File: src/bmdf_pkg.sv
// ----------------------------------------------------------------------------
// bmdf_pkg: shared types and constants
// Sample width, register indexes, level codes and the cell interface structs.
// ----------------------------------------------------------------------------
`default_nettype none

package bmdf_pkg;

  localparam int unsigned SampleW = 16;
  localparam int unsigned LevelW  = 2;
  localparam int unsigned CfgIdxW = 2;

  // Configuration register indexes
  localparam logic [CfgIdxW-1:0] RegFloor = 2'd0;
  localparam logic [CfgIdxW-1:0] RegNear  = 2'd1;
  localparam logic [CfgIdxW-1:0] RegFar   = 2'd2;

  // Register reset values
  localparam logic [SampleW-1:0] FloorRst = 16'd10;
  localparam logic [SampleW-1:0] NearRst  = 16'd40;
  localparam logic [SampleW-1:0] FarRst   = 16'd100;

  // Level codes
  localparam logic [LevelW-1:0] LevelFar  = 2'd0;
  localparam logic [LevelW-1:0] LevelMid  = 2'd1;
  localparam logic [LevelW-1:0] LevelNear = 2'd2;

  // One slot of the sorted chain
  typedef struct packed {
    logic               vld;
    logic [SampleW-1:0] val;
  } slot_t;

  // Per-cell control from the top level
  typedef struct packed {
    logic load;   // a sample is transferred this cycle
    logic flush;  // batch complete: restart with the new sample
    logic head;   // this is the first cell of the chain
  } cell_ctl_t;

endpackage

`default_nettype wire

File: src/bmdf_cell.sv
// ----------------------------------------------------------------------------
// bmdf_cell: one slot of the sorted insertion chain
// Holds one sample; on insert it keeps, takes the new sample or takes its
// left neighbor's value, which keeps the chain in ascending order; a flush leaves only the head filled.
// ----------------------------------------------------------------------------
`default_nettype none

module bmdf_cell (
  input  wire                         clk_i,
  input  wire                         rst_ni,
  input  wire bmdf_pkg::cell_ctl_t    ctl_i,
  input  wire [bmdf_pkg::SampleW-1:0] sample_i,
  input  wire bmdf_pkg::slot_t        left_i,
  input  wire                         left_shift_i,
  output bmdf_pkg::slot_t             slot_o,
  output logic                        shift_o
);

  logic                         vld_q, vld_d;
  logic [bmdf_pkg::SampleW-1:0] val_q, val_d;

  // Empty slot or larger value: this slot moves right on insert
  assign shift_o = !vld_q || (val_q > sample_i);

  always_comb begin
    vld_d = vld_q;
    val_d = val_q;
    if (ctl_i.load) begin
      if (ctl_i.flush) begin
        vld_d = ctl_i.head;
        val_d = sample_i;
      end else if (shift_o) begin
        if (!left_shift_i) begin
          vld_d = 1'b1;
          val_d = sample_i;
        end else begin
          vld_d = left_i.vld;
          val_d = left_i.val;
        end
      end
    end
  end

  always_ff @(posedge clk_i or negedge rst_ni) begin
    if (!rst_ni) begin
      vld_q <= 1'b0;
    end else begin
      vld_q <= vld_d;
    end
  end

  always_ff @(posedge clk_i) begin
    val_q <= val_d;
  end

  assign slot_o.vld = vld_q;
  assign slot_o.val = val_q;

endmodule

`default_nettype wire

File: src/batch_median_distance_filter.sv
// ----------------------------------------------------------------------------
// batch_median_distance_filter: batch median of distance samples
// Keeps each batch sorted in a chain of cells and classes its median against
// floor, near and far thresholds.
// ----------------------------------------------------------------------------
//  channel | direction | handshake               | payload
//  --------+-----------+-------------------------+---------------------------
//  in      | input     | in_valid_i / in_ready_o | sample_i
//  out     | output    | out_valid_o/out_ready_i | median_o, level_o, report_o
//  cfg     | input     | cfg_we_i (no wait)      | cfg_idx_i, cfg_data_i
//
//  One sample per cycle while in_ready_o is high; each insert is registered in the cell chain.
//  A result shows in the cycle after a transfer that lands on a full batch.
//  Reset empties the chain and loads the default thresholds.
//  in_ready_o drops only while a result waits and out_ready_i is low.
// ----------------------------------------------------------------------------
`default_nettype none

module batch_median_distance_filter #(
  parameter int unsigned WINDOW = 15
) (
  input  wire                          clk_i,
  input  wire                          rst_ni,
  // sample channel
  input  wire                          in_valid_i,
  output logic                         in_ready_o,
  input  wire  [bmdf_pkg::SampleW-1:0] sample_i,
  // result channel
  output logic                         out_valid_o,
  input  wire                          out_ready_i,
  output logic [bmdf_pkg::SampleW-1:0] median_o,
  output logic [bmdf_pkg::LevelW-1:0]  level_o,
  output logic                         report_o,
  // configuration
  input  wire                          cfg_we_i,
  input  wire  [bmdf_pkg::CfgIdxW-1:0] cfg_idx_i,
  input  wire  [bmdf_pkg::SampleW-1:0] cfg_data_i
);

  localparam int unsigned Mid = WINDOW / 2;

  // --------------------------------------------------------------------------
  // Threshold registers
  // --------------------------------------------------------------------------
  logic [bmdf_pkg::SampleW-1:0] floor_q, floor_d;
  logic [bmdf_pkg::SampleW-1:0] near_q, near_d;
  logic [bmdf_pkg::SampleW-1:0] far_q, far_d;

  always_comb begin
    floor_d = floor_q;
    near_d  = near_q;
    far_d   = far_q;
    if (cfg_we_i) begin
      unique case (cfg_idx_i)
        bmdf_pkg::RegFloor: floor_d = cfg_data_i;
        bmdf_pkg::RegNear:  near_d  = cfg_data_i;
        bmdf_pkg::RegFar:   far_d   = cfg_data_i;
        default: ;  // writes past the last register are dropped
      endcase
    end
  end

  always_ff @(posedge clk_i or negedge rst_ni) begin
    if (!rst_ni) begin
      floor_q <= bmdf_pkg::FloorRst;
      near_q  <= bmdf_pkg::NearRst;
      far_q   <= bmdf_pkg::FarRst;
    end else begin
      floor_q <= floor_d;
      near_q  <= near_d;
      far_q   <= far_d;
    end
  end

  // --------------------------------------------------------------------------
  // Handshake
  // --------------------------------------------------------------------------
  logic in_xfer;
  logic full;
  logic out_valid_q, out_valid_d;

  // Output register decouples the two sides: accept whenever it can drain
  assign in_ready_o = !out_valid_q || out_ready_i;
  assign in_xfer    = in_valid_i && in_ready_o;

  // --------------------------------------------------------------------------
  // Sorted cell chain
  // --------------------------------------------------------------------------
  bmdf_pkg::slot_t     slot  [WINDOW];
  logic [WINDOW-1:0]   shift;
  logic [WINDOW-1:0]   vld_vec;

  // Last slot filled means the batch holds WINDOW samples
  assign full = slot[WINDOW-1].vld;

  for (genvar i = 0; i < WINDOW; i++) begin : g_cell
    bmdf_pkg::cell_ctl_t ctl;
    bmdf_pkg::slot_t     left;
    logic                left_shift;

    assign ctl.load  = in_xfer;
    assign ctl.flush = full;
    assign ctl.head  = (i == 0);

    if (i == 0) begin : g_head
      assign left.vld   = 1'b0;
      assign left.val   = '0;
      assign left_shift = 1'b0;
    end else begin : g_body
      assign left       = slot[i-1];
      assign left_shift = shift[i-1];
    end

    bmdf_cell u_cell (
      .clk_i        (clk_i),
      .rst_ni       (rst_ni),
      .ctl_i        (ctl),
      .sample_i     (sample_i),
      .left_i       (left),
      .left_shift_i (left_shift),
      .slot_o       (slot[i]),
      .shift_o      (shift[i])
    );

    assign vld_vec[i] = slot[i].vld;
  end

  // --------------------------------------------------------------------------
  // Median classing and output register
  // --------------------------------------------------------------------------
  logic [bmdf_pkg::SampleW-1:0] med;
  logic                         rep;
  logic [bmdf_pkg::LevelW-1:0]  lvl;
  logic [bmdf_pkg::SampleW-1:0] median_q;
  logic [bmdf_pkg::LevelW-1:0]  level_q;
  logic                         report_q;

  assign med = slot[Mid].val;
  assign rep = med > floor_q;

  // Near test has priority, thresholds applied as programmed
  always_comb begin
    if (rep && (med < near_q)) begin
      lvl = bmdf_pkg::LevelNear;
    end else if (rep && (med < far_q)) begin
      lvl = bmdf_pkg::LevelMid;
    end else begin
      lvl = bmdf_pkg::LevelFar;
    end
  end

  always_comb begin
    out_valid_d = out_valid_q;
    if (in_xfer && full) begin
      out_valid_d = 1'b1;
    end else if (out_ready_i) begin
      out_valid_d = 1'b0;
    end
  end

  always_ff @(posedge clk_i or negedge rst_ni) begin
    if (!rst_ni) begin
      out_valid_q <= 1'b0;
    end else begin
      out_valid_q <= out_valid_d;
    end
  end

  always_ff @(posedge clk_i) begin
    if (in_xfer && full) begin
      median_q <= med;
      level_q  <= lvl;
      report_q <= rep;
    end
  end

  assign out_valid_o = out_valid_q;
  assign median_o    = median_q;
  assign level_o     = level_q;
  assign report_o    = report_q;

  // --------------------------------------------------------------------------
  // Assertions
  // --------------------------------------------------------------------------
`ifndef NO_ASSERTIONS
  // Filled slots are always packed at the low end of the chain
  a_packed: assert property (@(posedge clk_i) disable iff (!rst_ni)
    ((vld_vec + {{(WINDOW-1){1'b0}}, 1'b1}) & vld_vec) == '0)
    else $error("cell chain has a gap");

  // Completing a batch leaves exactly the new sample in the chain
  a_restart: assert property (@(posedge clk_i) disable iff (!rst_ni)
    (in_xfer && full) |=> ($countones(vld_vec) == 1))
    else $error("chain not restarted after batch");

  // Completing a batch always raises a result
  a_result: assert property (@(posedge clk_i) disable iff (!rst_ni)
    (in_xfer && full) |=> out_valid_o)
    else $error("result missing after batch");

  // A non-completing insert adds exactly one filled slot
  a_grow: assert property (@(posedge clk_i) disable iff (!rst_ni)
    (in_xfer && !full) |=> ($countones(vld_vec) == $countones($past(vld_vec)) + 1))
    else $error("insert did not grow the batch");
`endif

endmodule

`default_nettype wire

File: config.mk
export PLATFORM = sky130hd
export DESIGN_NAME = batch_median_distance_filter
export DESIGN_NICKNAME = d
export VERILOG_FILES = /design/src/bmdf_pkg.sv /design/src/bmdf_cell.sv /design/src/batch_median_distance_filter.sv
export SDC_FILE = /design/constraint.sdc
export NUM_CORES = 1
export LEC_CHECK = 0
export ABC_AREA = 0
export BUFFER_PORTS_ARGS = -buffer_cell sky130_fd_sc_hd__buf_4
export CAP_MARGIN = 10
export CORE_MARGIN = 2
export CORE_UTILIZATION = 25
export DETAILED_ROUTE_END_ITERATION = 10
export HOLD_SLACK_MARGIN = 0.03
export PLACE_DENSITY = 0.46
export RECOVER_POWER = 50
export SETUP_SLACK_MARGIN = 0.1
export SLEW_MARGIN = 15
export SYNTH_ARGS = -nofsm -noshare
export SYNTH_HDL_FRONTEND = slang
export SYNTH_SLANG_ARGS = --single-unit
File: constraint.sdc
create_clock -name clk_i -period 6.7 [get_ports clk_i]
set_input_delay 0.335 -clock clk_i [delete_from_list [all_inputs] [get_ports clk_i]]
set_output_delay 0.335 -clock clk_i [all_outputs]
set_load 0.01 [all_outputs]
; ---- Word level (Yosys, flattened, before mapping)
; Cells that the tools add are included.
[word_totals]
reg_bits = 323
out_inout_bits = 21
[classes]
n_lt_le_gt_ge = 18
n_eq_ne = 2
n_reduce_logical = 71
n_mux = 91
[op_table]
columns = cell, n
row1 = 16-bit two-way mux, 44
row2 = 16-bit greater-than comparator, 16
row3 = 1-bit two-way mux, 47
row4 = 2-bit AND reduction, 18
row5 = 16-bit < comparator, 2
row6 = 2-bit nonzero test, 16
row7 = 1-bit logical NOT, 16
row8 = 1-bit logical OR, 16
row9 = 1-bit logical AND, 4
row10 = 2-bit by 1-bit == test with 1-bit output (second input constant), 1
row11 = 2-bit == test (second input constant), 1
row12 = 2-bit logical NOT, 1

; ---- Longest topological paths before layout
[logic_depth]
ltp_word = 5
ltp_mapped = 11

; ---- Cells and area by module
; A second synthesis with hierarchy kept.
[hier_totals]
cells_unflattened = 2103
area_unflattened_um2 = 20985.1
[modules_own_cells]
columns = module, cells_per_inst, instances, area_per_inst_um2
row1 = bmdf_cell at g_cell[0].u_cell ..., 120, 14, 1162.4
row2 = batch_median_distance_filter, 306, 1, 3567.2
row3 = bmdf_cell at g_cell[13].u_cell, 117, 1, 1144.8

; ---- Least setup slack after synthesis
; Ideal clock, no wire load.
[synth_timing]
path_kind = input to register
start = input sample_i[15] (netlist name)
end = register g_cell[11].u_cell.val_q[0] (netlist name), enable pin
stages = 9
t_arrival_ns = 2.817
required_time_ns = 6.312
n_path_buf = 1
setup_slack_ns = 3.495
setup_time_ns = 0.388
path_cell_list = clkbuf_1 -> inv_1 -> ha_1 -> nand4_1 -> nor4_1 -> a21bo_2 -> a31oi_4 -> nor2_1 -> nor2_1
[synth_via]
elab_chain_cells = 4
[synth_lines]
columns = element, line_no
row1 = from (decl), batch_median_distance_filter.sv:27  ; input wire [bmdf_pkg::SampleW-1:0] sample_i,
row2 = 16-bit greater-than comparator, bmdf_cell.sv:23  ; assign shift_o = !vld_q || (val_q > sample_i);
row3 = 1-bit logical OR, bmdf_cell.sv:23
row4 = 2-bit nonzero test (no line), --
row5 = 2-bit AND reduction (no line), --
row6 = to (signal assigned), bmdf_cell.sv:53  ; val_q <= val_d;
row7 = to (decl), bmdf_cell.sv:20  ; logic [bmdf_pkg::SampleW-1:0] val_q, val_d;
; Every way passes these cells.
; A chain may end at the register's enable or synchronous reset.

; ---- Final worst setup path
[layout_timing]
start = input sample_i[1] (netlist name)
end = register g_cell[3].u_cell.val_q[7] (netlist name), enable pin
[layout_via]
elab_chain_cells = 4
[layout_lines]
columns = element, line_no
row1 = 16-bit greater-than comparator, bmdf_cell.sv:23
row2 = 1-bit logical OR, bmdf_cell.sv:23
row3 = 2-bit nonzero test (no line), --
row4 = 2-bit AND reduction (no line), --
row5 = to (signal assigned), bmdf_cell.sv:53
row6 = to (decl), bmdf_cell.sv:20
; Every way passes these cells.

==> results.md <==
- Share of layout cells above drive strength 1: 0.185
- Slew Limit Fails: 162
- Global-route wire length before repair: just over 90000 um
- Final net count: 1967
- Post-synth EDFFs: 243
- Max_cap viols: 4
- Adder-cell share of the synthesized area: 0.174
- Routed vias: 13297
- Pre-CTS setup slack: 2290 ps
- Ranking of synthesized cells by area: edfxtp_1 (38%), ha_1 (17%), mux2_2 (10%)
- Synthesized area: between 15000 and 20000 um2
- Crit Path Max Fanout: 16
- Num CTS Buffers: 37
- Longest Clk Path Bufs: 3
- DR WL/cell: 22.9 um
- Antenna violations before repair: 0
- Clock power share: 0.212
- Die H: 282 um
- Syn_nets: 1890
- Die area: 79700 um2
- I/O Buffers: 59
- Post-Synth Simple-Gate Area: 0.0989
- Clk_lat worst skew: 560 ps
- Drt drc: 0
- Num rows: 102
- Top-Level Pins: 60
- Hold endpoint: floor_q[15]
- RR Startpoint: g_cell[6].u_cell.val_q[15]
- Drt pass-1 iters: 8
- Comb pwr share: 0.405
- Outcome: complete, but fails checks
- Pwr Density: roughly 440 nW/um2
- Failing checks: max-capacitance violations, max-slew violations
- Post-synth top area share: 0.377
- FF+latch count, synth: 307
- Sum Neg Setup Slack: 0 ps
- RSZ-0062 raised after global routing: false
- Final hold slack: 58.8 ps
- Post-CTS Setup Bufs: 0
- Worst flop-to-flop path endpoint: g_cell[7].u_cell.val_q[15]
- Post-route ant nets: 0
- Leak pwr: 8.65 nW
- Post-route minimum period: 5070 ps
- Peak supply drop: 199 uV
- Int Power: between 6 and 7 mW
- Vias in the first global route: 13609
- GPL Wtd Cong: 0.900
- Most used DFF post-synth: edfxtp_1
- Final setup margin: 1630 ps
- Initial Util: 0.251
- R2R depth: 8
- Die Wd: between 200 and 300 um
- Data arrival, critical path: 5170 ps
- TritonCTS clock tree: done
- Post-Synth XOR/XNOR Area: 0
- Placement Cell Area: 21000 um2
- Final Setup Violations: 0
- Synth cell types: 76
- Area delta synth->final: 14.0%
- WP data required: 6800 ps
- Largest family of logic cells by synthesized area: adder cells
- Slew @ Worst Pin: about 4200 ps
- Worst Hold Launch: cfg_data_i[15]
- Mapped Cells: 1581
- GRT Total Usage: 0.156
- Ys Warns: 0
- Reg2Reg Setup Slack: 2840 ps
- CTS Sinks: 307
- Net Sw Frac: 0.380
- Crit Path Class: in2reg
- Drt first-iter violations: ~750
- Net switching power: 3.72 mW
- Crit. End Element: register
- Post-route cell area: 22100 um2
- Sequential Power Share: 0.383
- Mux contribution to synthesized area: 0.135
- Core ar.: 77100 um2
- Routed vias/inst: 4.88
- Area leader, netlist: edfxtp_1
- Hpwl dp: 45400 um
- Worst-path clk slew: roughly 60 ps
- Async SR Flop Fraction: 0.208
- Hold WC Path Type: in2reg
- Total gr overflow: 0
- Diodes inserted: 0
- Min-Delay Path Depth: 3
- Relative slew slack: -1.82
- Root Driver: clkbuf_16
- Final period util: 0.756
- H-tree depth: 2
- Avg Inst Size Synth: 12.3 um2
- Compound-Gate Fraction of Synth Area: 0.0976
- Crit path launch type: primary input
- Seq/Total Area, Yosys: 0.460
- Final Hold Viols: 0
- WL final: 62400 um
- Largest net degree at the start of global routing: 65
- Clk_skew: 24.6 ps
- FMAX: 197 MHz
-- repair_timing --
item	4_1_cts	5_1_grt
hold buffers	13	0
endpoints found under the setup margin	0	0
gates resized for setup	0	0
endpoints found under the hold margin	73	0
-- per-stage QoR --
step	total power, mW	std cells	utilization
after floorplan	6.40	1581	-
after global placement	7.76	2646	0.272
after detailed placement	7.82	2646	0.272
after CTS	9.96	2726	0.289
after global routing	10.4	2726	0.286
final	9.78	2726	0.286
-- per-layer routing --
metal	track usage	vias to the layer above	share of wire
li1	-	6235	-
met1	0.190	6603	0.42
met2	0.271	346	0.49
met3	0.0170	113	0.036
met4	0.0771	0	0.051
met5	0	-	0
-- cell usage after synthesis, drive strengths merged, types with 3 or more instances --
library cell / n
mux2: 225
and4: 7
edfxtp: 243
nand2b: 5
nand2: 101
ha: 270
inv: 89
and3: 9
o211ai: 11
a211oi: 8
and2: 25
clkbuf: 35
a21oi: 113
nand3: 34
a21o: 15
dfrtp: 57
nor2: 43
nand3b: 4
nor4: 14
a31oi: 7
o21ai: 67
nor3: 15
or4b: 15
a222oi: 15
a211o: 9
a2111oi: 6
dfstp: 7
nand4: 52
nor2b: 23
a221o: 3
a21boi: 3
buf: 21
a21bo: 6
-- cell type report --
| type | count | area, um2 |
|---|---|---|
| tap | 1040 | 1300 |
| clock inverter | 20 | 233 |
| clock buffer | 47 | 973 |
| multi-input combinational | 1129 | 9790 |
| inverter | 89 | 334 |
| sequential | 307 | 8910 |
| timing repair buffer | 94 | 547 |
| fill | 7953 | 55000 |
-- critical path, cell delays in order --
cell       delay [ps]
clkbuf_1          930
inv_1             600
clkbuf_1          470
ha_1              420
nor2b_1           130
o211ai_1          190
a211oi_1          130
a2111oi_0        1020
o211ai_1          260
and2_0            640
-- registers in the layout, indices dropped and copies added, names as in the netlist --
signal / count
far_q: 16
floor_q: 16
g_cell.u_cell.val_q: 224
g_cell.u_cell.vld_q: 15
level_o: 2
median_o: 16
near_q: 16
out_valid_o: 1
report_o: 1
-- how the worst max path moves through the flow --
stage / from / endpoint
detailed placement: sample_i[14] / g_cell[13].u_cell.val_q[11]
global route: sample_i[1] / g_cell[3].u_cell.val_q[7]
finish: sample_i[1] / g_cell[3].u_cell.val_q[7]
CTS: sample_i[13] / g_cell[13].u_cell.val_q[1]
floorplan: sample_i[15] / g_cell[11].u_cell.val_q[0]
global placement: sample_i[14] / g_cell[13].u_cell.val_q[11]
-- cell families after synthesis --
family | after synthesis
flops | 307
buf+inv | 145
mux | 225
fa+ha+maj | 270
simple gates | 352
compound gates | 282
-- power by group through the flow --
| stage | clock [mW] | combinational, mW | sequential [mW] |
|---|---|---|---|
| 6_report | 2.07 | 3.97 | 3.75 |
| 5_1_grt | 2.19 | 4.41 | 3.81 |
| 4_1_cts | 2.13 | 4.07 | 3.75 |
| 3_5_place_dp | 0 | 4.04 | 3.78 |
| 3_3_place_gp | 0 | 3.97 | 3.80 |
| 2_1_floorplan | 0 | 3.00 | 3.40 |
-- layout by cell type, fill, tap and decap left out, types with 29 or more instances in the layout --
| cell | n |
|---|---|
| nand3_1 | 33 |
| ha_1 | 270 |
| edfxtp_1 | 243 |
| inv_1 | 89 |
| mux2_1 | 34 |
| a21oi_1 | 110 |
| nand2_1 | 101 |
| buf_4 | 29 |
| mux2_2 | 171 |
| clkbuf_16 | 37 |
| nand4_1 | 51 |
| nor2_1 | 38 |
| clkbuf_1 | 60 |
| dfrtp_1 | 57 |
| o21ai_0 | 66 |
(Power assumes the default switching activity.)
